--- src/hdl/ssn_pkg.sv ---
// Shared constants, types and sequencer states of the sparse softmax NLL unit.
package ssn_pkg;

    localparam int MAX_CANDIDATES = 64;
    localparam int AW             = (MAX_CANDIDATES > 1) ? $clog2(MAX_CANDIDATES) : 1;
    localparam int CNTW           = $clog2(MAX_CANDIDATES + 1);
    localparam int JW             = $clog2(MAX_CANDIDATES + 2);
    localparam int DW             = 17 + JW;
    localparam int EW             = $clog2(DW);
    localparam int FRAC_BITS      = 40;
    localparam int LEW            = ((EW > 5) ? EW : 5) + 1;
    localparam int LW             = LEW + FRAC_BITS;
    localparam int NORM_SHIFT     = 63 - DW;
    localparam int LN_EXP_BIAS    = 16;
    localparam int EXP_TERMS      = 6;
    localparam int EXP_SQUARES    = 16;
    localparam int NW             = $clog2(EXP_TERMS + 1);
    localparam int SQW            = $clog2(EXP_SQUARES);
    localparam int FCW            = $clog2(FRAC_BITS);
    localparam int RW             = 44;
    localparam int APB_AW         = 3;

    localparam logic [63:0] ONE_Q62   = 64'h4000_0000_0000_0000;
    localparam logic [63:0] LN2_Q64   = 64'hB172_17F7_D1CF_79AB;
    localparam logic [63:0] ROUND_Q46 = 64'h0000_2000_0000_0000;
    localparam logic signed [15:0] UNSEEN_RESET = -16'sd20480;
    localparam logic [22:0] NLL_MAX = 23'h7F_FFFF;
    localparam logic [APB_AW-3:0] REG_UNSEEN = '0;

    typedef logic signed [15:0] score_t;
    typedef logic [19:0] token_t;
    typedef logic [22:0] nll_t;

    typedef struct packed {
        logic        start;
        logic [63:0] a;
        logic [63:0] b;
        logic        shift87;
    } mul_req_t;

    typedef struct packed {
        logic        done;
        logic [63:0] p;
    } mul_rsp_t;

    typedef struct packed {
        logic        start;
        logic [63:0] num;
        logic [2:0]  den;
    } div_req_t;

    typedef struct packed {
        logic        done;
        logic [63:0] q;
    } div_rsp_t;

    typedef enum logic [12:0] {
        ST_LOAD   = 13'b0_0000_0000_0001,
        ST_SETUP  = 13'b0_0000_0000_0010,
        ST_FETCH  = 13'b0_0000_0000_0100,
        ST_KSET   = 13'b0_0000_0000_1000,
        ST_EMUL   = 13'b0_0000_0001_0000,
        ST_EDIV   = 13'b0_0000_0010_0000,
        ST_ESQ    = 13'b0_0000_0100_0000,
        ST_EACC   = 13'b0_0000_1000_0000,
        ST_LNSET  = 13'b0_0001_0000_0000,
        ST_NORM   = 13'b0_0010_0000_0000,
        ST_LSQ    = 13'b0_0100_0000_0000,
        ST_LN2    = 13'b0_1000_0000_0000,
        ST_FINISH = 13'b1_0000_0000_0000
    } state_t;

endpackage

--- src/hdl/ssn_mul.sv ---
// Shared 64x64 multiplier, one 32x32 partial product per cycle, result >> 62 or >> 87.
module ssn_mul (
    input  logic              clk,
    input  logic              rst_n,
    input  ssn_pkg::mul_req_t req,
    output ssn_pkg::mul_rsp_t rsp
);
    import ssn_pkg::*;

    logic         busy_reg;
    logic         done_reg;
    logic [1:0]   cnt_reg;
    logic [63:0]  a_reg;
    logic [63:0]  b_reg;
    logic         sel_reg;
    logic [127:0] acc_reg;
    logic [31:0]  ah;
    logic [31:0]  bh;
    logic [63:0]  pp;
    logic [127:0] pp_sh;

    always_comb
    begin
        ah = cnt_reg[0] ? a_reg[63:32] : a_reg[31:0];
        bh = cnt_reg[1] ? b_reg[63:32] : b_reg[31:0];
        pp = ah * bh;
        case (cnt_reg)
            2'd0:    pp_sh = {64'b0, pp};
            2'd1:    pp_sh = {32'b0, pp, 32'b0};
            2'd2:    pp_sh = {32'b0, pp, 32'b0};
            2'd3:    pp_sh = {pp, 64'b0};
            default: pp_sh = '0;
        endcase
    end

    always_ff @(posedge clk or negedge rst_n)
    begin
        if (!rst_n)
        begin
            busy_reg <= 1'b0;
            done_reg <= 1'b0;
            cnt_reg  <= '0;
        end
        else
        begin
            done_reg <= 1'b0;
            if (req.start && !busy_reg)
            begin
                busy_reg <= 1'b1;
                cnt_reg  <= '0;
            end
            else if (busy_reg)
            begin
                cnt_reg <= cnt_reg + 2'd1;
                if (cnt_reg == 2'd3)
                begin
                    busy_reg <= 1'b0;
                    done_reg <= 1'b1;
                end
            end
        end
    end

    always_ff @(posedge clk)
    begin
        if (req.start && !busy_reg)
        begin
            a_reg   <= req.a;
            b_reg   <= req.b;
            sel_reg <= req.shift87;
            acc_reg <= '0;
        end
        else if (busy_reg)
        begin
            acc_reg <= acc_reg + pp_sh;
        end
    end

    assign rsp.done = done_reg;
    assign rsp.p    = sel_reg ? {23'b0, acc_reg[127:87]} : acc_reg[125:62];

endmodule

--- config.mk ---
export PLATFORM = sky130hd
export DESIGN_NAME = ssn_mul
export DESIGN_NICKNAME = d
export VERILOG_FILES = /design/src/hdl/ssn_pkg.sv /design/src/hdl/ssn_mul.sv
export SDC_FILE = /design/constraint.sdc
export NUM_CORES = 2
export LEC_CHECK = 0
export BUFFER_PORTS_ARGS = -buffer_cell sky130_fd_sc_hd__clkbuf_2
export CORE_ASPECT_RATIO = 1.1
export CORE_MARGIN = 2
export CORE_UTILIZATION = 55
export CTS_CLUSTER_DIAMETER = 150
export DETAILED_ROUTE_END_ITERATION = 10
export PLACE_DENSITY = 0.75
export SYNTH_ARGS = -nofsm -noshare
export SYNTH_HDL_FRONTEND = slang
export SYNTH_SLANG_ARGS = --single-unit
--- constraint.sdc ---
create_clock -name clk -period 11.59 [get_ports clk]
set_input_delay 1.7385 -clock clk [delete_from_list [all_inputs] [get_ports clk]]
set_output_delay 1.7385 -clock clk [all_outputs]
set_load 0.02 [all_outputs]
### Word-level counts from Yosys, hierarchy flattened

Index checks and enable logic that the tools add are counted.
W data, S select, Z words.

* flip-flop bits (word level): 261
* output and inout port bits: 65
* word-level logic and storage cells: 30
* bits of input ports: 132

* reduce and logical (&&, ||, !) cells: 5
* $add $sub $neg: 2
* equal/unequal tests: 3
* $mul: 1
* multiplexer cells: 12

Operators with widths (count)
* $pmux W128 S3: 1
* $add A128 B128 Y128: 1
* $mul A32 B32 Y64: 1
* $mux W32: 2
* $mux W64: 1
* $mux W1: 6
* $eq A2 B2 Y1 const B: 2
* $mux W2: 2
* $add A2 B1 Y2 const B: 1
* $eq A2 B1 Y1 const B: 1
* $logic_not A2 Y1: 1
* $reduce_bool A2 Y1: 1
* $reduce_or A2 Y1: 1
* $logic_and A1 B1 Y1: 1
* $logic_not A1 Y1: 1

### Longest topological paths before layout

* depth in word-level cells: 4
* depth in mapped cells: 47
* gate-level depth less buffers: 42

### Worst setup path before layout

Ideal clock, no wire load.

* kind: reg2reg
* start: register cnt_reg[1]
* end: register acc_reg[127]
* data arrival time: 11.156 ns
* library setup time: 0.095 ns
* period minus slack after synthesis: 11.251 ns
* buffers on the path: 5
* data required time: 11.495 ns
* stages on the path, launching flop included: 46
* setup slack: 0.339 ns
* path through: dfrtp_1 -> clkbuf_1 -> clkbuf_1 -> mux2i_1 -> clkbuf_1 -> nor2_1 -> fa_1 -> fa_1 -> fa_1 -> inv_1 -> fa_1 -> inv_1 -> fa_1 -> inv_1 -> fa_1 -> inv_1 -> fa_1 -> fa_1 -> (+10 left out) -> o31ai_1 -> a221oi_1 -> xor2_1 -> o22ai_1 -> ha_1 -> clkbuf_1 -> nand2_1 -> or3b_1 -> nor3_1 -> and3_1 -> nand2_1 -> o221ai_2 -> a21oi_1 -> nor4b_1 -> o31ai_1 -> a21oi_1 -> or3b_1 -> o311ai_1

* cells in the longest elaborated chain, start to end: 4
* elaborated cells between the ends (all ways): 9
* those cells by class: 1 x add/sub; 1 x mul; 3 x eq/ne; 2 x mux; 2 x reduce/logical

RTL lines
* from (decl): line ssn_mul.sv:12 `logic [1:0] cnt_reg;`
* from (signal assigned): line ssn_mul.sv:54 `cnt_reg <= cnt_reg + 2'd1;`
* $mux W32, or another cell as far along: line ssn_mul.sv:25 `bh = cnt_reg[1] ? b_reg[63:32] : b_reg[31:0];`
* $mul A32 B32 Y64 or $reduce_or A2 Y1 (tied branches)
* $pmux W128 S3 (*): line ssn_mul.sv:27 `case (cnt_reg)`
* $add A128 B128 Y128 (*): line ssn_mul.sv:75 `acc_reg <= acc_reg + pp_sh;`
* to (signal assigned): line ssn_mul.sv:75
* to (decl): line ssn_mul.sv:16 `logic [127:0] acc_reg;`

Mark *: on every way between the ends. The rest lies on a longest branch, timed or not.
A chain may end at the register's enable or synchronous reset.

### Worst setup path in the final report

* start: register cnt_reg[0]
* end: register acc_reg[118]

* cells in the longest elaborated chain, start to end: 4
* elaborated cells between the ends (all ways): 9
* those cells by class: 1 x add/sub; 1 x mul; 3 x eq/ne; 2 x mux; 2 x reduce/logical

RTL lines
* $mux W32, or another cell as far along: line ssn_mul.sv:24 `ah = cnt_reg[0] ? a_reg[63:32] : a_reg[31:0];`
* $mul A32 B32 Y64 or $reduce_or A2 Y1 (tied branches)
* $pmux W128 S3 (*): line ssn_mul.sv:27
* $add A128 B128 Y128 (*): line ssn_mul.sv:75

Marked as above.

==> run_results.csv <==
group,metric,value,unit
global_routing,grtUsageTotal,37.6,%
floorplanning,rows,117,
layout,multi_input_area,40600,um^2
worst_setup_path,worstPathRequired,12.14,ns
worst_setup_path,critPathArrivalTime,11.94,ns
worst_setup_path,worst_r2r_path_depth,43,
layout,largest_reg_flops,128,
clock_tree,clk_pin_slew_worst_paths,0.06,ns
worst_setup_path,cpPeakStageDelay,0.59,ns
layout,drive_above_1_share,14.3,%
worst_setup_path,path_common_cell,"fa_1",
synthesis,ys_seq_area_share,12.8,%
sta,report.final.slew_viol_count,0,
worst_setup_path,cp-start-kind,"flop",
synthesis,syn_area,50900,um^2
global_routing,grt_max_degree,84,
sta,setup_tns,0,ns
sta,worst_clock_skew,0.0159,ns
sta,setup_viol,0,
route,post-route-drc-count,0,
clock_tree,cts_tree,"done",
route,drtAntennaViolNets,0,
worst_setup_path,path_class,"reg2reg",
synthesis,syn-instance-count,5816,
route,wl_per_cell,24.6,um
min_path,worstHoldPathType,"reg2reg",
layout,area.growth.synth_to_final,13.0,%
synthesis,async_flop_share,1.53,%
floorplanning,dieArea,95100,um^2
sta,timing.fmax,0.0878,GHz
clock_tree,clockBufferDepth,3,
job,max_cap_violations,0,
floorplanning,placeableCoreArea,92200,um^2
global_routing,grt_pass1_wl,268000,um
clock_tree,clk_latency,0.66,ns
layout,seqCellArea,6550,um^2
sta,hold_viol_final,0,
route,vias,44300,
route,drtIter0Drc,4717,
worst_setup_path,crit_fanout,15,
synthesis,yosysWarnings,0,
synthesis,synth_fp_nets,7237,
placed_design,dp_hpwl,147000,um
clock_tree,hold_buffers,0,
worst_setup_path,cp-end-kind,"flop",
synthesis,avgSynthCellArea,8.76,um^2
floorplanning,die_h,323,um
layout,nFillCells,7744,
status,status,"completed",
global_routing,grt_overflow_total,0,
sta,whs,0.464,ns
sta,worst_pin_slew,1.08,ns
layout,final_nets,7509,
synthesis,synth_edf_count,129,
clock_tree,clock-sinks,261,
sta,post-route-period-util,98.3,%
floorplanning,die_w,294,um
floorplanning,boundaryPins,197,
route,dr.pass1.iters,9,
global_routing,first_global_vias,44600,
synthesis,synth-seq-cells,261,
clock_tree,cts_buffers,31,
route,viasPerCell,6.05,
synthesis,synth_cell_types,93,
floorplanning,start_util,55.2,%
global_routing,antenna_found_initial,23,
min_path,holdPathStages,2,
sta,fin_crit,11.39,ns
synthesis,ys.flop_type,"edfxtp_1",
route,wirelength,180000,um
sta,slew_headroom,28.2,%
clock_tree,cts.htree.levels,1,
clock_tree,root_buffer,"clkbuf_16",
placed_design,place_congestion,1.05,
sta,grt_setup_unrepaired,"true",
placed_design,io_buffers,196,
worst_setup_path,crit_slowest_cell,"fa_1",
==> synthesized netlist by cell type (all sizes together), types with 5 or more instances <==
cell type	count	area share, %
xnor2	102	1.8
o21bai	46	0.68
or3	9	0.11
nor2b	48	0.59
nand2b	34	0.42
fa	897	35
nor3	26	0.26
and3	15	0.18
dfxtp	128	5.0
nand3	36	0.36
mux2	103	2.3
and2	38	0.47
mux2i	64	1.3
inv	907	6.7
or2	9	0.11
nor3b	6	0.088
a221o	7	0.14
o22ai	24	0.29
a31oi	26	0.36
nand4	72	0.91
a21oi	265	2.6
o221ai	5	0.098
a21boi	12	0.18
a22oi	5	0.074
nor4	12	0.18
o211ai	12	0.19
o2111ai	10	0.18
buf	21	0.21
edfxtp	129	7.6
o31ai	15	0.24
a2111oi	5	0.16
a21o	101	1.5
o21a	18	0.27
ha	392	9.6
nand2	680	5.0
clkbuf	293	2.2
o21ai	212	2.1
a221oi	9	0.17
nand3b	8	0.12
nor2	773	5.7
a22o	100	1.7
a211oi	8	0.13
xor2	78	1.3
==> worst paths after layout <==
check                                              start                         to  slack [ns]
worst max-delay path              cnt_reg[0]$_DFFE_PN0P_  acc_reg[118]$_SDFFE_PP0P_        0.20
worst min-delay path            acc_reg[20]$_SDFFE_PP0P_   acc_reg[20]$_SDFFE_PP0P_        0.46
worst max register to register    cnt_reg[0]$_DFFE_PN0P_  acc_reg[118]$_SDFFE_PP0P_        0.20
worst min register to register  acc_reg[20]$_SDFFE_PP0P_   acc_reg[20]$_SDFFE_PP0P_        0.46
max in group asynchronous                          rst_n         busy_reg$_DFF_PN0_       10.43
min in group asynchronous                          rst_n     cnt_reg[0]$_DFFE_PN0P_        0.93
==> area by class of cell <==
class | instances | share of cell area, %
inverter | 907 | 5.91
tap | 1190 | 2.59
antenna | 16 | 0.0695
sequential | 261 | 11.4
clock buffer | 35 | 1.39
clock inverter | 22 | 0.450
timing repair buffer | 553 | 7.61
multi-input combinational | 4334 | 70.6
==> per-layer routing <==
metal  wire length, um  part of all wire (%)  track usage, %
met4             15200                   8.4            24.5
met2             78000                    43            57.2
met1             63900                    36            47.2
met3             22500                    13            10.6
met5               231                  0.13               0
==> per-stage QoR <==
step                      setup slack, ns  util, %  instance area (um^2)  instances
after CTS                          0.0320     61.1                 56400       7260
after detailed placement         -0.00207     59.9                 55300       7203
final                               0.201     62.4                 57600       7318
after floorplan                     0.339        -                 50900       5816
after global placement             0.0392     59.9                 55300       7203
after global routing               -0.113     62.4                 57500       7303
==> layout by cell type, fill, tap and decap left out, drive strengths merged, types with 34 or more instances in the layout <==
cell type	instances
a21o	101
a21oi	265
a22o	100
and2	38
buf	348
clkbuf	240
dfxtp	128
edfxtp	129
fa	897
ha	392
inv	911
mux2	103
mux2i	64
nand2	680
nand2b	34
nand3	36
nand4	72
nor2	773
nor2b	48
o21ai	212
o21bai	46
xnor2	102
xor2	78
==> cells by family (layout without fill, tap and decap cells) <==
group	Yosys count	after routing	synth area share, %
compound gates	921	921	11.9
xor+xnor	180	180	3.09
fa+ha+maj	1289	1289	44.9
buf+inv	1221	1517	9.06
flops	261	261	12.8
mux	167	167	3.53
other cells	0	16	0
simple gates	1777	1777	14.7
==> critical path: cells and delay by family (launching register included) <==
family | cells | cell delay, ns
buf+inv | 9 | 1.44
flops | 1 | 0.58
xor+xnor | 1 | 0.25
compound gates | 18 | 3.41
mux | 2 | 0.41
simple gates | 3 | 0.47
fa+ha+maj | 10 | 4.71
==> timing repair <==
action | 4_1_cts | 5_1_grt
endpoints found under the setup margin | 6 | 59
resized for setup | 7 | 152
buffers inserted | 0 | 33
hold endpoints to repair | 0 | 0
gates cloned | 0 | 9
pin swaps | 0 | 24
Power is not shown: default switching activity piles up to over one toggle a cycle in this logic, so the estimate is an artifact.
