[config.mk]
export PLATFORM = sky130hd
export DESIGN_NAME = ssn_cfg
export DESIGN_NICKNAME = d
export VERILOG_FILES = /design/src/hdl/ssn_pkg.sv /design/src/hdl/ssn_cfg.sv
export SDC_FILE = /design/constraint.sdc
export NUM_CORES = 1
export LEC_CHECK = 0
export ABC_AREA = 1
export BUFFER_PORTS_ARGS = -buffer_cell sky130_fd_sc_hd__buf_4
export CAP_MARGIN = 20
export CORE_MARGIN = 2
export CORE_UTILIZATION = 36
export CTS_CLUSTER_SIZE = 24
export DETAILED_ROUTE_END_ITERATION = 10
export PLACE_DENSITY = 0.79
export SYNTH_ARGS = -nofsm -noshare
export SYNTH_HDL_FRONTEND = slang
export SYNTH_SLANG_ARGS = --single-unit
export TNS_END_PERCENT = 100
[constraint.sdc]
create_clock -name clk -period 2.3 [get_ports clk]
set_input_delay 0.575 -clock clk [delete_from_list [all_inputs] [get_ports clk]]
set_output_delay 0.575 -clock clk [all_outputs]
set_load 0.05 [all_outputs]
[src/hdl/ssn_pkg.sv]
// Shared constants, types and sequencer states of the sparse softmax NLL unit.
package ssn_pkg;

    localparam int MAX_CANDIDATES = 64;
    localparam int AW             = (MAX_CANDIDATES > 1) ? $clog2(MAX_CANDIDATES) : 1;
    localparam int CNTW           = $clog2(MAX_CANDIDATES + 1);
    localparam int JW             = $clog2(MAX_CANDIDATES + 2);
    localparam int DW             = 17 + JW;
    localparam int EW             = $clog2(DW);
    localparam int FRAC_BITS      = 40;
    localparam int LEW            = ((EW > 5) ? EW : 5) + 1;
    localparam int LW             = LEW + FRAC_BITS;
    localparam int NORM_SHIFT     = 63 - DW;
    localparam int LN_EXP_BIAS    = 16;
    localparam int EXP_TERMS      = 6;
    localparam int EXP_SQUARES    = 16;
    localparam int NW             = $clog2(EXP_TERMS + 1);
    localparam int SQW            = $clog2(EXP_SQUARES);
    localparam int FCW            = $clog2(FRAC_BITS);
    localparam int RW             = 44;
    localparam int APB_AW         = 3;

    localparam logic [63:0] ONE_Q62   = 64'h4000_0000_0000_0000;
    localparam logic [63:0] LN2_Q64   = 64'hB172_17F7_D1CF_79AB;
    localparam logic [63:0] ROUND_Q46 = 64'h0000_2000_0000_0000;
    localparam logic signed [15:0] UNSEEN_RESET = -16'sd20480;
    localparam logic [22:0] NLL_MAX = 23'h7F_FFFF;
    localparam logic [APB_AW-3:0] REG_UNSEEN = '0;

    typedef logic signed [15:0] score_t;
    typedef logic [19:0] token_t;
    typedef logic [22:0] nll_t;

    typedef struct packed {
        logic        start;
        logic [63:0] a;
        logic [63:0] b;
        logic        shift87;
    } mul_req_t;

    typedef struct packed {
        logic        done;
        logic [63:0] p;
    } mul_rsp_t;

    typedef struct packed {
        logic        start;
        logic [63:0] num;
        logic [2:0]  den;
    } div_req_t;

    typedef struct packed {
        logic        done;
        logic [63:0] q;
    } div_rsp_t;

    typedef enum logic [12:0] {
        ST_LOAD   = 13'b0_0000_0000_0001,
        ST_SETUP  = 13'b0_0000_0000_0010,
        ST_FETCH  = 13'b0_0000_0000_0100,
        ST_KSET   = 13'b0_0000_0000_1000,
        ST_EMUL   = 13'b0_0000_0001_0000,
        ST_EDIV   = 13'b0_0000_0010_0000,
        ST_ESQ    = 13'b0_0000_0100_0000,
        ST_EACC   = 13'b0_0000_1000_0000,
        ST_LNSET  = 13'b0_0001_0000_0000,
        ST_NORM   = 13'b0_0010_0000_0000,
        ST_LSQ    = 13'b0_0100_0000_0000,
        ST_LN2    = 13'b0_1000_0000_0000,
        ST_FINISH = 13'b1_0000_0000_0000
    } state_t;

endpackage

[src/hdl/ssn_cfg.sv]
// APB register slice holding the unseen score.
module ssn_cfg (
    input  logic                        clk,
    input  logic                        rst_n,
    input  logic                        psel,
    input  logic                        penable,
    input  logic                        pwrite,
    input  logic [ssn_pkg::APB_AW-1:0]  paddr,
    input  logic [31:0]                 pwdata,
    output logic [31:0]                 prdata,
    output logic                        pready,
    output ssn_pkg::score_t             unseen_score
);
    import ssn_pkg::*;

    score_t unseen_reg;
    logic   hit;

    assign hit = (paddr[APB_AW-1:2] == REG_UNSEEN);

    always_ff @(posedge clk or negedge rst_n)
    begin
        if (!rst_n)
        begin
            unseen_reg <= UNSEEN_RESET;
        end
        else if (psel && penable && pwrite && hit)
        begin
            unseen_reg <= pwdata[15:0];
        end
    end

    assign prdata       = hit ? {{16{unseen_reg[15]}}, unseen_reg} : 32'b0;
    assign pready       = 1'b1;
    assign unseen_score = unseen_reg;

endmodule

## After elaboration in Yosys (flattened, before gate mapping)

Cells that the tools add are included.

| operators by class | value |
|---|---|
| reductions and logical operators | 3 |
| bitwise logic cells | 1 |
| muxes and demuxes | 1 |

Operators by type and width:

| operator | count |
|---|---|
| 32-bit two-way mux | 1 |
| 1-bit logical AND | 3 |
| 1-bit inverter | 1 |

| storage, ports and cells | value |
|---|---|
| register bits | 16 |
| output and inout port bits | 49 |
| word-level logic and storage cells | 6 |

## Logic depth before layout (Yosys ltp)

Gate-level depths: netlist (run 1).

| depth | value |
|---|---|
| depth in word-level cells | 3 |
| depth in mapped cells | 6 |

## Worst setup path after synthesis (run 1)

OpenSTA, ideal clock, no wires.

| path | value |
|---|---|
| kind | register to output |
| from | register unseen_reg[15], in the netlist unseen_score[15] |
| to | output prdata[16] |
| path slack | -0.542 ns |
| buffers on the path | 1 |
| data required time | 1.725 ns |
| arrival time | 2.267 ns |
| cell stages (with the launch flop) | 4 |
| cell sequence | dfstp_2 inv_1 nor2_1 buf_4 |

| on the way | value |
|---|---|
| longest elaborated chain between the ends | 1 |

RTL lines:

| what | line | source |
|---|---|---|
| start, declared | ssn_cfg.sv:16 | `score_t unseen_reg;` |
| start signal, assigned | ssn_cfg.sv:29 | `unseen_reg <= pwdata[15:0];` |
| 32-bit two-way mux | ssn_cfg.sv:33 | `assign prdata = hit ? {{16{unseen_reg[15]}}, unseen_reg} : 32'b0;` |
| end, declared | ssn_cfg.sv:10 | `output logic [31:0] prdata,` |

Every way passes these cells.

## Worst setup path in the final report (run 1)

| path | value |
|---|---|
| from | register unseen_reg[15], in the netlist unseen_score[15] |
| to | output prdata[25] |

Same word-level chain as after synthesis.

==> out/results.tsv, run 1 <==
metric	value	unit
status	finished clean	
WP data required	1.73	ns
Final Wtd Congestion	0.665	
post-CTS setup buffers	0	
number of instances resized during post-cts repair	0	
routed len/inst	11.1	um
Remaining DRCs	0	
clock group share of total power	0.139	
Overflow after GRT	0	
Cell variety after synth	13	
top-area cell type share of the netlist area	0.347	
RSZ-0062 raised after global routing	no	
core footprint	2480	um2
maximum level of the CTS H-tree	1	
register share of total power	0.292	
clock-pin slew on the worst setup and hold paths	0.10	ns
endpoints failing setup	0	
count of endpoints failing hold in the final timing report	0	
post-DP HPWL	1760	um
standard cell area after detailed placement	1330	um2
I/O pin count	89	
fraction of final layout cells sized beyond drive strength 1	0.457	
Root Buffer	sky130_fd_sc_hd__clkbuf_4	
cell count after placement	201	
Worst setup SP type	flip-flop	
antenna diode count	0	
share of the core filled with cells in the final layout	0.553	
met1 track demand over resource	0.173	
Setup TNS Final	0	ns
critical path endpoint category	primary output	
static leakage power	0.827	nW
Via Count	920	
most frequently used cell type in the post-synthesis netlist	sky130_fd_sc_hd__nand2_1	
leading area contributor after synthesis	sky130_fd_sc_hd__dfrtp_1	
final instance area	1370	um2
Comb pwr share	0.569	
# Max-Cap Violations	0	
commonest cells in the synthesized netlist	sky130_fd_sc_hd__nand2_1 (33), sky130_fd_sc_hd__buf_4 (18), sky130_fd_sc_hd__inv_1 (17)	
row cnt	18	
power dissipated by switching net loads	0.676	mW
Nets	216	
mean instance size in the synthesized netlist	7.57	um2
ratio of final minimum period to clock period	0.865	
via-per-instance ratio	4.49	
clock latency at the later pin of the worst-skew pair	0.27	ns
Die Height	55.1	um
CTS tree	done	
Worst Path Arrival	1.41	ns
Sink Count	16	
TritonCTS Buffers	3	
starting DRC count in detailed routing	12	
area used by multi-input combinational logic	307	um2
pre-CTS setup slack	0.358	ns
Max FO, Critical Path	17	
busiest layer in global routing	met2	
Die Footprint	3030	um2
first-pass iteration count of the detailed router	4	
Max Transition Viols Final	0	
total nets after synthesis	164	
worst setup slack after layout	0.311	ns
pin count of the biggest net entering global routing	18	
wire length reported by the detailed router	2280	um
total power divided by cell area	961	nW/um2
Sequential Area	404	um2
total power consumption of the routed design	1.32	mW
count of buffers from port buffering	69	
layout filler cell count	232	
wire length of the first global-routing pass	3460	um
upper clock frequency limit	503	MHz
top_reg_cell synth	sky130_fd_sc_hd__dfrtp_1	
synth warn	0	
maximum clock skew at final layout	0	ns
synthesized flop and latch total	16	
count of hold buffers inserted by post-cts repair	0	
met3 track utilization from global routing	0.0457	
Area Overhead vs Synth	46.0	%
synthesized cell area	938	um2
switch share	0.513	
buffers from clock root to sink, at most	2	
CP Class	reg2out	
filler-free cell count of the finished design	205	
internal power component	0.641	mW
smallest hold slack	0.127	ns
total global-route track usage	0.161	
number of enable flip-flop cells after synthesis	0	
number of global-route vias before repair	838	
met2 usage in global routing	0.296	
max reg flops	16	
instance count of the mapped netlist	124	
Worst IR Drop VDD	0.795	mV
Tightest Hold Check Type	in2async	
Seq/Total Area, Yosys	0.431	
Synth async-reset ratio	1.00	
synth top area cells	sky130_fd_sc_hd__dfrtp_1 (35%), sky130_fd_sc_hd__buf_4 (14%), sky130_fd_sc_hd__nand2_1 (13%)	
x dimension of the die	55.1	um
antenna violations before repair	0	
starting density of the core	0.379	
number of nets with antenna violations after routing	0	
Final Critical Period	1.99	ns
[cell usage in the layout, fill, tap and decap left out]
cell / netlist / layout
sky130_fd_sc_hd__dfrtp_1: 13 / 13
sky130_fd_sc_hd__clkbuf_8: 0 / 1
sky130_fd_sc_hd__nand2_1: 33 / 33
sky130_fd_sc_hd__buf_4: 18 / 69
sky130_fd_sc_hd__nand2_4: 1 / 1
sky130_fd_sc_hd__conb_1: 1 / 1
sky130_fd_sc_hd__dfstp_2: 3 / 3
sky130_fd_sc_hd__clkbuf_4: 0 / 3
sky130_fd_sc_hd__nand3_1: 16 / 16
sky130_fd_sc_hd__inv_1: 17 / 17
sky130_fd_sc_hd__nor2_1: 16 / 15
sky130_fd_sc_hd__inv_2: 1 / 1
sky130_fd_sc_hd__nor2_8: 1 / 1
sky130_fd_sc_hd__nor2_4: 0 / 1
[layer usage]
metal | wire length, um | vias up
met5 | 0 | -
met4 | 20 | 0
met3 | 230 | 4
met2 | 1190 | 53
met1 | 840 | 411
li1 | - | 452
[critical path, cell delays in order, from the launching register on]
cell and delay, ns:
sky130_fd_sc_hd__dfstp_2 0.55, sky130_fd_sc_hd__inv_1 0.06, sky130_fd_sc_hd__nor2_4 0.26, sky130_fd_sc_hd__buf_4 0.26
[final timing paths]
path / depth (start not counted) / endpoint / from / slack [ns]
setup / recovery: 3 / prdata[25] / unseen_score[15] / 0.31
hold / removal: 1 / unseen_score[7] / rst_n / 0.13
setup reg to reg: 2 / unseen_score[12] / unseen_score[12] / 1.58
hold reg to reg: 2 / unseen_score[15] / unseen_score[15] / 0.47
max in group asynchronous: 1 / unseen_score[13] / rst_n / 1.93
min in group clk: 2 / unseen_score[15] / unseen_score[15] / 0.47
[area by class of cell]
type / instances / area share
repair buffers: 69 / 0.378
well taps: 30 / 0.0274
multi-input cells: 68 / 0.224
clock buffers: 4 / 0.0265
inverters: 18 / 0.0493
flip-flops and latches: 16 / 0.295
[power by group through the flow]
stage	combinational, mW	clock [mW]	sequential (mW)
after detailed placement	0.757	0	0.389
after global routing	0.793	0.198	0.394
after global placement	0.746	0	0.386
after CTS	0.756	0.186	0.386
after floorplan	0.379	0	0.572
final	0.750	0.183	0.385
[cells by family (layout without fill, tap and decap cells)]
kind of cell	count (synthesis)	count (layout)	synth area share
and+or+nand+nor	67	67	0.315
DFF	16	16	0.431
other	1	1	0.00400
buffers and inverters	40	91	0.251
Power figures use the tool's default switching activity.
==> run 2: changes to the inputs <==
--- a/config.mk
+++ b/config.mk
@@ -8,6 +8,7 @@
 export ABC_AREA = 1
 export BUFFER_PORTS_ARGS = -buffer_cell sky130_fd_sc_hd__buf_4
 export CAP_MARGIN = 20
+export CORE_ASPECT_RATIO = 1.25
 export CORE_MARGIN = 2
 export CORE_UTILIZATION = 36
 export CTS_CLUSTER_SIZE = 24
==> out/results.tsv, run 2 (synthesis results as in run 1) <==
metric	value	unit	change
status	finished clean		unchanged
met3 track utilization from global routing	0.0340		was 0.0457
antenna violations before repair	0		unchanged
Via Count	908		was 920
starting density of the core	0.383		was 0.379
Worst Path Arrival	1.39	ns	was 1.41 ns
count of endpoints failing hold in the final timing report	0		unchanged
x dimension of the die	49.7	um	was 55.1 um
family of cells with the greatest summed delay on the critical path	flip-flops		unchanged
Nets	216		unchanged
highest-count cells in the layout ignoring fill and taps	sky130_fd_sc_hd__buf_4 (69), sky130_fd_sc_hd__nand2_1 (33), sky130_fd_sc_hd__inv_1 (17)		unchanged
internal power component	0.612	mW	was 0.641 mW
Max Transition Viols Final	0		unchanged
buffers from clock root to sink, at most	2		unchanged
cell-by-cell listing of the critical path	inv_1 -> nor2_4 -> buf_4		unchanged
RSZ-0062 raised after global routing	no		unchanged
# Max-Cap Violations	0		unchanged
clock-pin slew on the worst setup and hold paths	0.10	ns	about the same
post-CTS setup buffers	0		unchanged
static leakage power	0.821	nW	was 0.827 nW
Tightest Hold Check Type	in2async		unchanged
Die Footprint	3030	um2	about the same
number of instances resized during post-cts repair	0		unchanged
endpoints failing setup	0		unchanged
Overflow after GRT	0		unchanged
TritonCTS Buffers	3		unchanged
I/O pin count	89		unchanged
CTS tree	done		unchanged
clock group share of total power	0.118		was 0.139
first-pass iteration count of the detailed router	4		unchanged
clock latency at the later pin of the worst-skew pair	0.27	ns	about the same
critical path endpoint category	primary output		unchanged
Root Buffer	sky130_fd_sc_hd__clkbuf_4		unchanged
Max stage delay on crit path	0.55	ns	about the same
Max FO, Critical Path	17		unchanged
CP max-delay cell	sky130_fd_sc_hd__dfstp_2		unchanged
met1 track demand over resource	0.159		was 0.173
most frequent standard cell in the layout excluding fill and tap cells	sky130_fd_sc_hd__buf_4		unchanged
fraction of final layout cells sized beyond drive strength 1	0.451		was 0.457
smallest hold slack	0.130	ns	was 0.127 ns
count of hold buffers inserted by post-cts repair	0		unchanged
maximum level of the CTS H-tree	1		unchanged
filler-free cell count of the finished design	208		was 205
starting DRC count in detailed routing	22		was 12
routed len/inst	10.5	um	was 11.1 um
max reg flops	16		unchanged
ratio of final minimum period to clock period	0.856		was 0.865
met2 usage in global routing	0.310		was 0.296
upper clock frequency limit	508	MHz	was 503 MHz
count of buffers from port buffering	69		unchanged
WP data required	1.73	ns	about the same
via-per-instance ratio	4.37		was 4.49
Die Height	61.1	um	was 55.1 um
number of nets with antenna violations after routing	0		unchanged
switch share	0.524		was 0.513
Remaining DRCs	0		unchanged
pin count of the biggest net entering global routing	18		unchanged
maximum clock skew at final layout	0	ns	unchanged
Final Wtd Congestion	0.705		was 0.665
cell count after placement	204		was 201
Worst setup SP type	flip-flop		unchanged
total global-route track usage	0.152		was 0.161
Final Critical Period	1.97	ns	was 1.99 ns
wire length of the first global-routing pass	3580	um	was 3460 um
core footprint	2450	um2	was 2480 um2
Buf+Inv Stages, Crit Path	2		unchanged
antenna diode count	0		unchanged
busiest layer in global routing	met2		unchanged
row cnt	20		was 18
post-DP HPWL	1680	um	was 1760 um
register share of total power	0.300		was 0.292
Comb pwr share	0.581		was 0.569
Area Overhead vs Synth	45.3	%	was 46.0%
wire length reported by the detailed router	2180	um	was 2280 um
total power divided by cell area	942	nW/um2	was 961 nW/um2
Setup TNS Final	0	ns	unchanged
number of global-route vias before repair	812		was 838
power dissipated by switching net loads	0.672	mW	was 0.676 mW
Worst IR Drop VDD	0.470	mV	was 0.795 mV
CP Class	reg2out		unchanged
Sink Count	16		unchanged
run 2: changes by cell type in the layout (fill, tap and decap cells not counted):
| cell | previous run | this run |
|---|---|---|
| sky130_fd_sc_hd__clkbuf_1 | 0 | 1 |
| sky130_fd_sc_hd__clkbuf_8 | 1 | 0 |
run 2: routing by layer:
metal,vias to the layer above,share of wire,routed length (um)
li1,451,-,-
met1,405,0.38,826
met2,50,0.53,1140
met3,2,0.091,197
met4,0,0.0028,6
met5,-,0,0
run 2: path summary, 6_finish.rpt:
check / start / slack (ns) / depth (start not counted) / to
min in group clk: unseen_score[15] / 0.48 / 2 / unseen_score[15]
max in group asynchronous: rst_n / 1.90 / 1 / unseen_score[15]
worst max register to register: unseen_score[12] / 1.56 / 2 / unseen_score[12]
worst max-delay path: unseen_score[15] / 0.33 / 3 / prdata[29]
worst min register to register: unseen_score[15] / 0.48 / 2 / unseen_score[15]
worst min-delay path: rst_n / 0.13 / 1 / unseen_score[9]
run 2: layout make-up:
| class | instances | area (um2) |
|---|---|---|
| multi-input cells | 68 | 307 |
| fillers | 224 | 1090 |
| flip-flops and latches | 16 | 404 |
| repair buffers | 69 | 518 |
| inverters | 18 | 67.6 |
| well taps | 33 | 41.3 |
| clock buffers | 4 | 26.3 |
run 2: power by group through the flow:
stage	logic [mW]	registers [mW]	clock network, mW
floorplan	0.379	0.572	0
global route	0.784	0.394	0.172
CTS	0.753	0.386	0.159
global placement	0.744	0.387	0
finish	0.747	0.386	0.152
detailed placement	0.753	0.389	0
run 2: per-stage QoR:
stage	cell area [um2]	utilization	total power, mW	worst slack (ns)
after floorplan	946	-	0.952	0.191
after global placement	1340	0.545	1.13	0.385
after CTS	1360	0.556	1.30	0.306
final	1360	0.556	1.28	0.332
after global routing	1360	0.556	1.35	0.230
after detailed placement	1340	0.545	1.14	0.369
