===== src/hdl/ssn_pkg.sv =====
// Shared constants, types and sequencer states of the sparse softmax NLL unit.
package ssn_pkg;

    localparam int MAX_CANDIDATES = 64;
    localparam int AW             = (MAX_CANDIDATES > 1) ? $clog2(MAX_CANDIDATES) : 1;
    localparam int CNTW           = $clog2(MAX_CANDIDATES + 1);
    localparam int JW             = $clog2(MAX_CANDIDATES + 2);
    localparam int DW             = 17 + JW;
    localparam int EW             = $clog2(DW);
    localparam int FRAC_BITS      = 40;
    localparam int LEW            = ((EW > 5) ? EW : 5) + 1;
    localparam int LW             = LEW + FRAC_BITS;
    localparam int NORM_SHIFT     = 63 - DW;
    localparam int LN_EXP_BIAS    = 16;
    localparam int EXP_TERMS      = 6;
    localparam int EXP_SQUARES    = 16;
    localparam int NW             = $clog2(EXP_TERMS + 1);
    localparam int SQW            = $clog2(EXP_SQUARES);
    localparam int FCW            = $clog2(FRAC_BITS);
    localparam int RW             = 44;
    localparam int APB_AW         = 3;

    localparam logic [63:0] ONE_Q62   = 64'h4000_0000_0000_0000;
    localparam logic [63:0] LN2_Q64   = 64'hB172_17F7_D1CF_79AB;
    localparam logic [63:0] ROUND_Q46 = 64'h0000_2000_0000_0000;
    localparam logic signed [15:0] UNSEEN_RESET = -16'sd20480;
    localparam logic [22:0] NLL_MAX = 23'h7F_FFFF;
    localparam logic [APB_AW-3:0] REG_UNSEEN = '0;

    typedef logic signed [15:0] score_t;
    typedef logic [19:0] token_t;
    typedef logic [22:0] nll_t;

    typedef struct packed {
        logic        start;
        logic [63:0] a;
        logic [63:0] b;
        logic        shift87;
    } mul_req_t;

    typedef struct packed {
        logic        done;
        logic [63:0] p;
    } mul_rsp_t;

    typedef struct packed {
        logic        start;
        logic [63:0] num;
        logic [2:0]  den;
    } div_req_t;

    typedef struct packed {
        logic        done;
        logic [63:0] q;
    } div_rsp_t;

    typedef enum logic [12:0] {
        ST_LOAD   = 13'b0_0000_0000_0001,
        ST_SETUP  = 13'b0_0000_0000_0010,
        ST_FETCH  = 13'b0_0000_0000_0100,
        ST_KSET   = 13'b0_0000_0000_1000,
        ST_EMUL   = 13'b0_0000_0001_0000,
        ST_EDIV   = 13'b0_0000_0010_0000,
        ST_ESQ    = 13'b0_0000_0100_0000,
        ST_EACC   = 13'b0_0000_1000_0000,
        ST_LNSET  = 13'b0_0001_0000_0000,
        ST_NORM   = 13'b0_0010_0000_0000,
        ST_LSQ    = 13'b0_0100_0000_0000,
        ST_LN2    = 13'b0_1000_0000_0000,
        ST_FINISH = 13'b1_0000_0000_0000
    } state_t;

endpackage


===== src/hdl/ssn_div.sv =====
// Divider of a 64-bit value by a small constant (1..6), eight quotient bits per cycle.
module ssn_div (
    input  logic              clk,
    input  logic              rst_n,
    input  ssn_pkg::div_req_t req,
    output ssn_pkg::div_rsp_t rsp
);
    import ssn_pkg::*;

    logic        busy_reg;
    logic        done_reg;
    logic [2:0]  cnt_reg;
    logic [63:0] num_reg;
    logic [63:0] q_reg;
    logic [2:0]  rem_reg;
    logic [2:0]  den_reg;
    logic [2:0]  r;
    logic [3:0]  t;
    logic [7:0]  qbits;

    always_comb
    begin
        r     = rem_reg;
        qbits = '0;
        for (int i = 0; i < 8; i++)
        begin
            t = {r, num_reg[63 - i]};
            if (t >= {1'b0, den_reg})
            begin
                qbits[7 - i] = 1'b1;
                r            = 3'(t - {1'b0, den_reg});
            end
            else
            begin
                r = t[2:0];
            end
        end
    end

    always_ff @(posedge clk or negedge rst_n)
    begin
        if (!rst_n)
        begin
            busy_reg <= 1'b0;
            done_reg <= 1'b0;
            cnt_reg  <= '0;
        end
        else
        begin
            done_reg <= 1'b0;
            if (req.start && !busy_reg)
            begin
                busy_reg <= 1'b1;
                cnt_reg  <= '0;
            end
            else if (busy_reg)
            begin
                cnt_reg <= cnt_reg + 3'd1;
                if (cnt_reg == 3'd7)
                begin
                    busy_reg <= 1'b0;
                    done_reg <= 1'b1;
                end
            end
        end
    end

    always_ff @(posedge clk)
    begin
        if (req.start && !busy_reg)
        begin
            num_reg <= req.num;
            den_reg <= req.den;
            rem_reg <= '0;
            q_reg   <= '0;
        end
        else if (busy_reg)
        begin
            num_reg <= {num_reg[55:0], 8'b0};
            q_reg   <= {q_reg[55:0], qbits};
            rem_reg <= r;
        end
    end

    assign rsp.done = done_reg;
    assign rsp.q    = q_reg;

endmodule


===== config.mk =====
export PLATFORM = sky130hd
export DESIGN_NAME = ssn_div
export DESIGN_NICKNAME = d
export VERILOG_FILES = /design/src/hdl/ssn_pkg.sv /design/src/hdl/ssn_div.sv
export SDC_FILE = /design/constraint.sdc
export NUM_CORES = 1
export LEC_CHECK = 0
export ABC_AREA = 1
export BUFFER_PORTS_ARGS = -buffer_cell sky130_fd_sc_hd__buf_2
export CORE_MARGIN = 2
export CORE_UTILIZATION = 55
export CTS_CLUSTER_SIZE = 12
export DETAILED_ROUTE_END_ITERATION = 6
export PLACE_DENSITY_LB_ADDON = 0.15
export SLEW_MARGIN = 20
export SYNTH_ARGS = -nofsm -noshare
export SYNTH_HDL_FRONTEND = slang
export SYNTH_SLANG_ARGS = --single-unit
export TNS_END_PERCENT = 10

===== constraint.sdc =====
create_clock -name clk -period 11.8 [get_ports clk]
set_input_delay 2.36 -clock clk [delete_from_list [all_inputs] [get_ports clk]]
set_output_delay 2.36 -clock clk [all_outputs]
set_load 0.01 [all_outputs]

* After elaboration in Yosys (flattened, before gate mapping) *
Index checks and enable logic that the tools add are counted.

cells by class
  equal/unequal tests = 1
  $add $sub $neg = 9
  muxes and demuxes = 26
  $lt $le $gt $ge = 8
  reduce and logical (&&, ||, !) cells = 3

operators with widths
  operator               count
  $mux W64               2
  $ge A4 B3 Y1           8
  $mux W3                10
  $sub A3 B3 Y3          8
  $mux W1                14
  $add A3 B1 Y3 const B  1
  $eq A3 B3 Y1 const B   1
  $reduce_bool A2 Y1     1
  $logic_and A1 B1 Y1    1
  $logic_not A1 Y1       1

storage, ports and cells
  output and inout bits = 65
  flip-flop bits (word level) = 139
  bits of input ports = 70
  word-level logic and storage cells = 54

* Depth between registers and ports, before layout *
Gate-level depths: netlist of run 1.

  word-level depth = 16
  gate-level depth with buffers = 67
  mapped depth without buffers = 67

* Worst setup path before layout of run 1 *
No wires, ideal clock.

  path type = reg-to-reg
  start = reg den_reg[1]
  end = reg rem_reg[1]
  path buffers = 0
  cell stages (with the launch flop) = 63
  setup slack = 2.655 ns
  clock period less this slack = 9.145 ns
  data arrival time = 9.032 ns
  library setup time = 0.113 ns
  cells stage by stage = edfxtp_1 inv_1 fa_1 nand2_1 nand2_2 nor2_4 nand2_1 o21ai_1 inv_1 fa_1 o21bai_1 nor2_1 nand3_2 nand2_1 nand2_1 inv_1 fa_1 inv_1 (+27 left out) nor2_1 nand3_1 nand2_1 ha_1 inv_1 o21ai_0 a31oi_1 nand4_1 nand2_1 inv_1 fa_1 a21o_1 a21oi_1 inv_1 nor2_2 nand3_1 nand3_1 nand2_1

between the ends
  longest elaborated chain between the ends = 16
  elaborated cells on any way between the ends = 24
  those cells by class = 8 x add/sub; 8 x order compare; 8 x mux

RTL lines
  element                                        RTL line                      RTL
  start, declared                                ssn_div.sv:16                 logic [2:0] den_reg;
  start signal, assigned                         ssn_div.sv:73                 den_reg <= req.den;
  $ge A4 B3 Y1 or $sub A3 B3 Y3 (tied branches)  ssn_div.sv:28, ssn_div.sv:31
  $mux W3                                        ssn_div.sv:28                 if (t >= {1'b0, den_reg})
  $ge A4 B3 Y1 or $sub A3 B3 Y3 (tied branches)  ssn_div.sv:28, ssn_div.sv:31
  $mux W3                                        ssn_div.sv:28
  $ge A4 B3 Y1 or $sub A3 B3 Y3 (tied branches)  ssn_div.sv:28, ssn_div.sv:31
  $mux W3                                        ssn_div.sv:28
  $ge A4 B3 Y1 or $sub A3 B3 Y3 (tied branches)  ssn_div.sv:28, ssn_div.sv:31
  $mux W3                                        ssn_div.sv:28
  $ge A4 B3 Y1 or $sub A3 B3 Y3 (tied branches)  ssn_div.sv:28, ssn_div.sv:31
  $mux W3                                        ssn_div.sv:28
  $ge A4 B3 Y1 or $sub A3 B3 Y3 (tied branches)  ssn_div.sv:28, ssn_div.sv:31
  $mux W3                                        ssn_div.sv:28
  $ge A4 B3 Y1 or $sub A3 B3 Y3 (tied branches)  ssn_div.sv:28, ssn_div.sv:31
  $mux W3                                        ssn_div.sv:28
  $ge A4 B3 Y1 or $sub A3 B3 Y3 (tied branches)  ssn_div.sv:28, ssn_div.sv:31
  $mux W3 (*)                                    ssn_div.sv:28
  end signal, assigned                           ssn_div.sv:81                 rem_reg <= r;
  end, declared                                  ssn_div.sv:15                 logic [2:0] rem_reg;

Every way passes the cells marked *; elsewhere a longest branch is shown, timed or not.
A chain may end at the register's enable or synchronous reset.

* Worst setup path after layout of run 1 *
  start = reg den_reg[1]
  end = reg rem_reg[2]

Same word-level chain as after synthesis.

==> qor.yml, run 1 <==
critPathRequiredTime_ns: 12.09
r2r_start: "den_reg[1]"
die_h_um: 112
insertion_delay_ns: 0.41
fin_crit_sh: 0.889
critPathBufInv: 14
synth_area_mm2: 0.00647
clk_pin_slew_ns: 0.06
num_vias: 5014
setup_violations: 0
drive_gt1_frac: 0.234
timing.final.crit_period_ns: 10.49
drv_cap: 0
placementRows: 39
grt_pass1_vias: 4940
mostFrequentLayoutCell: "nand2_1"
synth-simple-area-share: 0.213
synth_area_per_cell_um2: 9.02
nets: 950
hp-start: "q_reg[57]"
cts_root_buffer: "clkbuf_16"
cts.sinks: 139
cp_top_family: "simple AND/OR/NAND/NOR gates"
crit_path_max_fanout: 10
dieArea_mm2: 0.0126
core_mm2: 0.0115
gp_congestion: 0.864
multi_input_area_mm2: 0.00244
hp-class: "register to register"
cts_htree_levels: 4
grt_pass1_wl_um: 23100
start_util: 0.564
synth.distinct_cells: 32
ys_seq_area_frac: 0.538
synthAdderAreaFrac: 0.0751
synth_seq_cells: 139
vias_per_cell: 5.00
postCtsHoldBufs: 0
route.detailed.drc: 0
synth_top_family_by_area: "simple AND/OR/NAND/NOR gates"
io_pins: 135
setup.worst_path.class: "register to register"
max_freq_ghz: 0.0953
synth_compound_area_frac: 0.0770
hold_viol_final: 0
yosysWarnings: 0
slew_headroom: 0.314
syn_nets: 821
die_w_um: 112
regArea_mm2: 0.00348
tightest_slew_ns: 1.03
fillers: 939
rsz0062_at_grt: "no"
worst_path_max_delay_cell: "edfxtp_1"
synth.mux.area_fraction: 0
dp_hpwl_um: 9800
cts_resized: 0
wl_um: 14000
diodes: 0
grt-ovfl-total: 0
numCtsBuffers: 17
drt_first_iter_violations: 334
cts_max_path_buffers: 2
startpoint: "den_reg[1]"
mostFrequentLayoutCells: "nand2_1 (235), buf_2 (134), inv_1 (117), edfxtp_1 (67), dfxtp_1 (67)"
grt_usage: 0.228
io_buffers: 134
syn_to_final_growth_pct: 21.0
cts_setup_buffers: 0
synthCells: 717
status: "finished, final reports clean"
ant_nets: 0
crit_arrival_ns: 10.79
worstSetupEndpointType: "register"
synth_xor_area_frac: 0.0108
antenna_found_initial: 1
drtPass1Iterations: 5
post_drt_wl_per_cell_um: 14.0
drv_slew: 0
fin_skew_ns: 0.00914
tns_ns: 0
grt_max_degree: 104
cp-start-kind: "register"
cpPeakStageDelay_ns: 0.68
cts_tree: "done"
==> layer usage <==
layer / share of wire / wire length, µm / vias up / track usage
met5: 0.00079 / 11 / - / 0
met1: 0.44 / 6190 / 2345 / 0.296
met2: 0.50 / 7010 / 104 / 0.374
met3: 0.052 / 723 / 10 / 0.0751
li1: - / - / 2553 / -
met4: 0.0057 / 80 / 2 / 0.0569
==> metrics by stage <==
step | utilization | std cells | instance area [µm²] | hold slack [ns] | setup WS [ns]
global placement | 0.632 | 970 | 7240 | 0.436 | 2.00
detailed placement | 0.632 | 970 | 7240 | 0.444 | 1.38
finish | 0.682 | 1002 | 7820 | 0.461 | 1.31
CTS | 0.682 | 1002 | 7820 | 0.459 | 1.34
floorplan | - | 717 | 6470 | 0.453 | 2.65
global route | 0.682 | 1002 | 7820 | 0.490 | 0.294
==> area by class of cell <==
| class | count | area share |
|---|---|---|
| Clock inverter | 10 | 0.0102 |
| Tap cell | 143 | 0.0229 |
| Inverter | 120 | 0.0579 |
| Sequential cell | 139 | 0.445 |
| Timing Repair Buffer | 137 | 0.0891 |
| Clock buffer | 22 | 0.0632 |
| Multi-Input combinational cell | 431 | 0.312 |
==> worst reg2reg max path, delay by kind of cell, from the launching register on <==
family,cells,cell delay (ns)
and+or+nand+nor,31,3.14
adders and majority gates,8,3.08
AOI/OAI and AO/OA,10,2.07
buffers and inverters,14,1.39
DFF,1,0.68
==> synthesized netlist by cell type <==
master / n / area (µm²)
nand3_2: 4 / 40.0
o22ai_1: 50 / 313
xnor2_1: 7 / 61.3
buf_1: 3 / 11.3
dfxtp_1: 67 / 1340
fa_1: 8 / 160
nand3_1: 15 / 75.1
nand2_1: 235 / 882
a21o_1: 1 / 7.51
a22o_1: 2 / 17.5
a21oi_1: 2 / 10.0
nor2_4: 2 / 22.5
nand2_2: 4 / 25.0
ha_1: 26 / 325
nor2_2: 4 / 25.0
buf_2: 1 / 5.00
inv_1: 118 / 443
clkbuf_1: 22 / 82.6
edfxtp_1: 67 / 2010
inv_2: 2 / 7.51
nor2_1: 23 / 86.3
buf_4: 1 / 7.51
dfrtp_1: 5 / 125
a31oi_1: 3 / 18.8
o21ai_1: 1 / 5.00
a21oi_2: 1 / 8.76
nand2_4: 5 / 56.3
nand4_1: 7 / 43.8
nand3_4: 7 / 123
o21ai_0: 22 / 110
xor2_1: 1 / 8.76
o21bai_1: 1 / 7.51
==> path summary, 6_finish.rpt <==
| check | end | slack, ns | depth (start not counted) |
|---|---|---|---|
| setup / recovery | rem_reg[2] | 1.31 | 63 |
| hold / removal | q_reg[57] | 0.46 | 2 |
| setup reg to reg | rem_reg[2] | 1.31 | 63 |
| hold reg to reg | q_reg[57] | 0.46 | 2 |
| max in group asynchronous | cnt_reg[0] | 9.92 | 1 |
| min in group asynchronous | done_reg | 1.76 | 1 |
==> cells by family (layout without fill, tap and decap cells) <==
logic type | count (synthesis) | after routing
compound gates | 83 | 83
fa+ha+maj | 34 | 34
buf+inv | 147 | 289
xor+xnor | 8 | 8
simple gates | 306 | 306
flops | 139 | 139
Power of run 1 is not shown: default switching activity piles up to over one toggle a cycle in this logic, so the estimate is an artifact.
==> inputs of run 2 (changes only) <==
--- a/config.mk
+++ b/config.mk
@@ -9,6 +9,7 @@
 export BUFFER_PORTS_ARGS = -buffer_cell sky130_fd_sc_hd__buf_2
 export CORE_MARGIN = 2
 export CORE_UTILIZATION = 55
+export CTS_BUF_LIST = sky130_fd_sc_hd__clkbuf_16
 export CTS_CLUSTER_SIZE = 12
 export DETAILED_ROUTE_END_ITERATION = 6
 export PLACE_DENSITY_LB_ADDON = 0.15
==> qor.yml, run 2 (synthesized netlist as in run 1, its figures left out) <==
drive_gt1_frac: 0.231
dieArea_mm2: 0.0126
grt_pass1_wl_um: 23000
status: "finished, final reports clean"
r2r_start: "den_reg[1]"
placementRows: 39
fin_crit_sh: 0.889
tightest_slew_ns: 1.03
drtPass1Iterations: 4
hold_ws_ns: 0.459
cts_max_path_buffers: 2
io_buffers: 134
cpPeakStageDelay_ns: 0.69
fin_cells: 1002
critPathRequiredTime_ns: 12.09
max_freq_ghz: 0.0954
timing.final.crit_period_ns: 10.49
crit_arrival_ns: 10.78
die_w_um: 112
setup.worst_path.class: "register to register"
rsz0062_at_grt: "no"
cts_htree_levels: 4
setup_ws_ns: 1.31
hold_viol_final: 0
drt_first_iter_violations: 298
num_vias: 5014
die_h_um: 112
start_util: 0.564
grt_usage: 0.228
fillers: 948
worst_path_max_delay_cell: "edfxtp_1"
dr_wl_met3_um: 679
tns_ns: 0
hp-class: "register to register"
wl_met1_um: 6220
crit_path_max_fanout: 10
grt_pass1_vias: 4922
cts_setup_buffers: 0
mostFrequentLayoutCells: "nand2_1 (235), buf_2 (134), inv_1 (117), edfxtp_1 (67), dfxtp_1 (67)"
dp.cells: 970
top_layer: "met5"
fin_skew_ns: 0.00844
regArea_mm2: 0.00348
grt-ovfl-total: 0
cp-start-kind: "register"
vias_per_cell: 5.00
ant_nets: 0
route.detailed.drc: 0
dp_hpwl_um: 9800
gp_congestion: 0.864
timing.rr.end: "rem_reg[2]"
reg2reg_depth: 63
dp_worst_setup_slack_ns: 1.38
setup_violations: 0
hold_depth: 2
nets: 950
syn_to_final_growth_pct: 20.2
core_mm2: 0.0115
worstSetupEndpointType: "register"
hp-start: "q_reg[56]"
multi_input_area_mm2: 0.00244
slew_headroom: 0.312
r2r_setup_slack_ns: 1.31
cts_resized: 0
drv_cap: 0
diodes: 0
wl_um: 14000
grt_max_degree: 104
numCtsBuffers: 17
insertion_delay_ns: 0.41
antenna_found_initial: 1
cts.sinks: 139
route.met2.wl_um: 6950
postCtsHoldBufs: 0
cts_root_buffer: "clkbuf_16"
cts_tree: "done"
clk_pin_slew_ns: 0.06
post_drt_wl_per_cell_um: 14.0
mostFrequentLayoutCell: "nand2_1"
drv_slew: 0
io_pins: 135
hold_end: "q_reg[56]"
==> run 2: cell types whose count changed in the layout (fill, tap and decap cells not counted) <==
cell	before	now
clkbuf_8	5	0
clkinv_1	0	3
inv_2	2	4
==> run 2: cell type report <==
class	count	area share
sequential	139	0.447
multi-input combinational	431	0.314
timing repair buffer	137	0.0897
clock inverter	15	0.0127
tap	143	0.0230
inverter	120	0.0583
clock buffer	17	0.0547
==> run 2: worst max-delay path, delay by kind of cell, from the launching register on <==
| family | cells | cell delay [ns] |
|---|---|---|
| AO/OA/AOI/OAI | 10 | 2.05 |
| AND/OR/NAND/NOR | 31 | 3.13 |
| flip-flops | 1 | 0.69 |
| adder cells (fa/ha/maj) | 8 | 3.08 |
| buffers and inverters | 14 | 1.40 |
==> run 2: layer usage <==
layer  vias up  GRT usage
met5         -          0
met4         2     0.0626
met3        10     0.0702
met2       102      0.372
met1      2344      0.297
li1       2556          -
==> run 2: worst max path at each step <==
stage / start / to / slack, ns / cells past startpoint
finish: den_reg[1] / rem_reg[2] / 1.31 / 63
global route: den_reg[1] / rem_reg[2] / 0.29 / 63
CTS: den_reg[1] / rem_reg[2] / 1.34 / 63
detailed placement: den_reg[1] / rem_reg[2] / 1.38 / 63
global placement: den_reg[1] / rem_reg[1] / 2.00 / 63
floorplan: den_reg[1] / rem_reg[1] / 2.65 / 62
==> run 2: metrics by stage <==
step / area, µm² / util
floorplan: 6470 / -
global placement: 7240 / 0.632
detailed placement: 7240 / 0.632
CTS: 7770 / 0.677
global route: 7770 / 0.678
finish: 7770 / 0.678
Power of run 2 is left out for the same reason.
==> inputs of run 3 (changes only) <==
--- a/config.mk
+++ b/config.mk
@@ -7,12 +7,14 @@
 export LEC_CHECK = 0
 export ABC_AREA = 1
 export BUFFER_PORTS_ARGS = -buffer_cell sky130_fd_sc_hd__buf_2
+export CORE_ASPECT_RATIO = 0.6
 export CORE_MARGIN = 2
 export CORE_UTILIZATION = 55
 export CTS_BUF_LIST = sky130_fd_sc_hd__clkbuf_16
 export CTS_CLUSTER_SIZE = 12
 export DETAILED_ROUTE_END_ITERATION = 6
-export PLACE_DENSITY_LB_ADDON = 0.15
+export PLACE_DENSITY = 0.84
+export REMOVE_ABC_BUFFERS = 1
 export SLEW_MARGIN = 20
 export SYNTH_ARGS = -nofsm -noshare
 export SYNTH_HDL_FRONTEND = slang
==> qor.yml, run 3 (synthesized netlist as in run 1, its figures left out) <==
status: "finished, final reports clean"
clk_pin_slew_ns: 0.06
drtPass1Iterations: 4
mostFrequentLayoutCells: "nand2_1 (235), buf_2 (134), inv_1 (120), edfxtp_1 (67), dfxtp_1 (67)"
tns_ns: 0
vias_per_cell: 4.91
critPathRequiredTime_ns: 12.10
grt_max_degree: 86
postCtsHoldBufs: 0
crit_path_end: "rem_reg[1]"
grt_usage: 0.220
mostFrequentLayoutCell: "nand2_1"
r2r_setup_slack_ns: 1.19
drive_gt1_frac: 0.230
worstSetupEndpointType: "register"
wl_um: 13400
cpPeakStageDelay_ns: 0.66
cts_root_buffer: "clkbuf_16"
cts_setup_buffers: 0
cts_tree: "done"
hold_viol_final: 0
drv_slew: 0
startpoint: "den_reg[1]"
fin_skew_ns: 0.00994
ant_nets: 0
post_drt_wl_per_cell_um: 13.2
num_vias: 5011
setup_violations: 0
diodes: 0
rsz0062_at_grt: "no"
cts.sinks: 139
setup.worst_path.class: "register to register"
die_h_um: 88.0
grt-ovfl-total: 0
grt_pass1_wl_um: 21700
antenna_found_initial: 0
r2r_start: "den_reg[1]"
nets: 951
timing.rr.end: "rem_reg[1]"
placementRows: 30
dieArea_mm2: 0.0127
grt_pass1_vias: 4629
route.detailed.drc: 0
cts_resized: 0
reg2reg_depth: 63
crit_arrival_ns: 10.92
numCtsBuffers: 17
hp-class: "register to register"
cts_max_path_buffers: 2
syn_to_final_growth_pct: 21.0
core_mm2: 0.0114
tightest_slew_ns: 1.01
hp-start: "q_reg[57]"
gp_congestion: 0.883
drt_first_iter_violations: 353
io_buffers: 134
start_util: 0.569
crit_path_max_fanout: 10
io_pins: 135
cts_htree_levels: 4
slew_headroom: 0.324
insertion_delay_ns: 0.41
max_freq_ghz: 0.0942
die_w_um: 144
dp_hpwl_um: 9190
cp-start-kind: "register"
drv_cap: 0
timing.final.crit_period_ns: 10.61
worst_path_max_delay_cell: "edfxtp_1"
fin_crit_sh: 0.899
## run 3: changes by cell type in the layout (fill, tap and decap cells not counted)
cell,change
nor2_1,+1
inv_8,+1
clkinv_1,-3
clkinv_2,+3
clkinv_4,-1
bufinv_16,+1
buf_6,-1
inv_1,+3
nor2_2,-1
buf_4,+2
inv_4,-2
inv_2,-2
## run 3: layout make-up
| type | count | area [µm²] |
|---|---|---|
| repair buffers | 138 | 701 |
| well taps | 160 | 200 |
| clock buffers | 17 | 425 |
| flip-flops and latches | 139 | 3480 |
| multi-input cells | 431 | 2440 |
| fillers | 867 | 3550 |
| inverters | 120 | 453 |
| clock inverters | 15 | 126 |
## run 3: through the flow
step                      worst slack (ns)  area [µm²]  cells   util  hold slack [ns]
after CTS                             1.19        7820   1020  0.688            0.462
after global routing                 0.315        7820   1020  0.688            0.491
after floorplan                       2.65        6360    690      -            0.453
after detailed placement              1.39        7270    988  0.639            0.445
after global placement                2.01        7270    988  0.639            0.435
final                                 1.19        7820   1020  0.688            0.460
## run 3: how the worst min path moves through the flow
| stage | end | slack (ns) | depth (start not counted) |
|---|---|---|---|
| 2_1_floorplan | cnt_reg[0] | 0.45 | 1 |
| 3_3_place_gp | q_reg[59] | 0.43 | 2 |
| 3_5_place_dp | q_reg[57] | 0.45 | 2 |
| 4_1_cts | q_reg[57] | 0.46 | 2 |
| 5_1_grt | q_reg[58] | 0.49 | 2 |
| 6_report | q_reg[57] | 0.46 | 2 |
## run 3: critical path: cells and delay by family (launching register included)
family          cells  cell delay (ns)
simple gates       31             3.11
fa+ha+maj           8             3.29
buf+inv            14             1.44
flops               1             0.66
compound gates     10             2.00
## run 3: routing by layer
layer	wire (µm)	vias up	GRT usage
met5	0	-	0
met4	183	0	0.0713
met3	958	19	0.0683
met2	6010	158	0.347
met1	6280	2266	0.295
li1	-	2568	-
Power of run 3 is left out for the same reason.
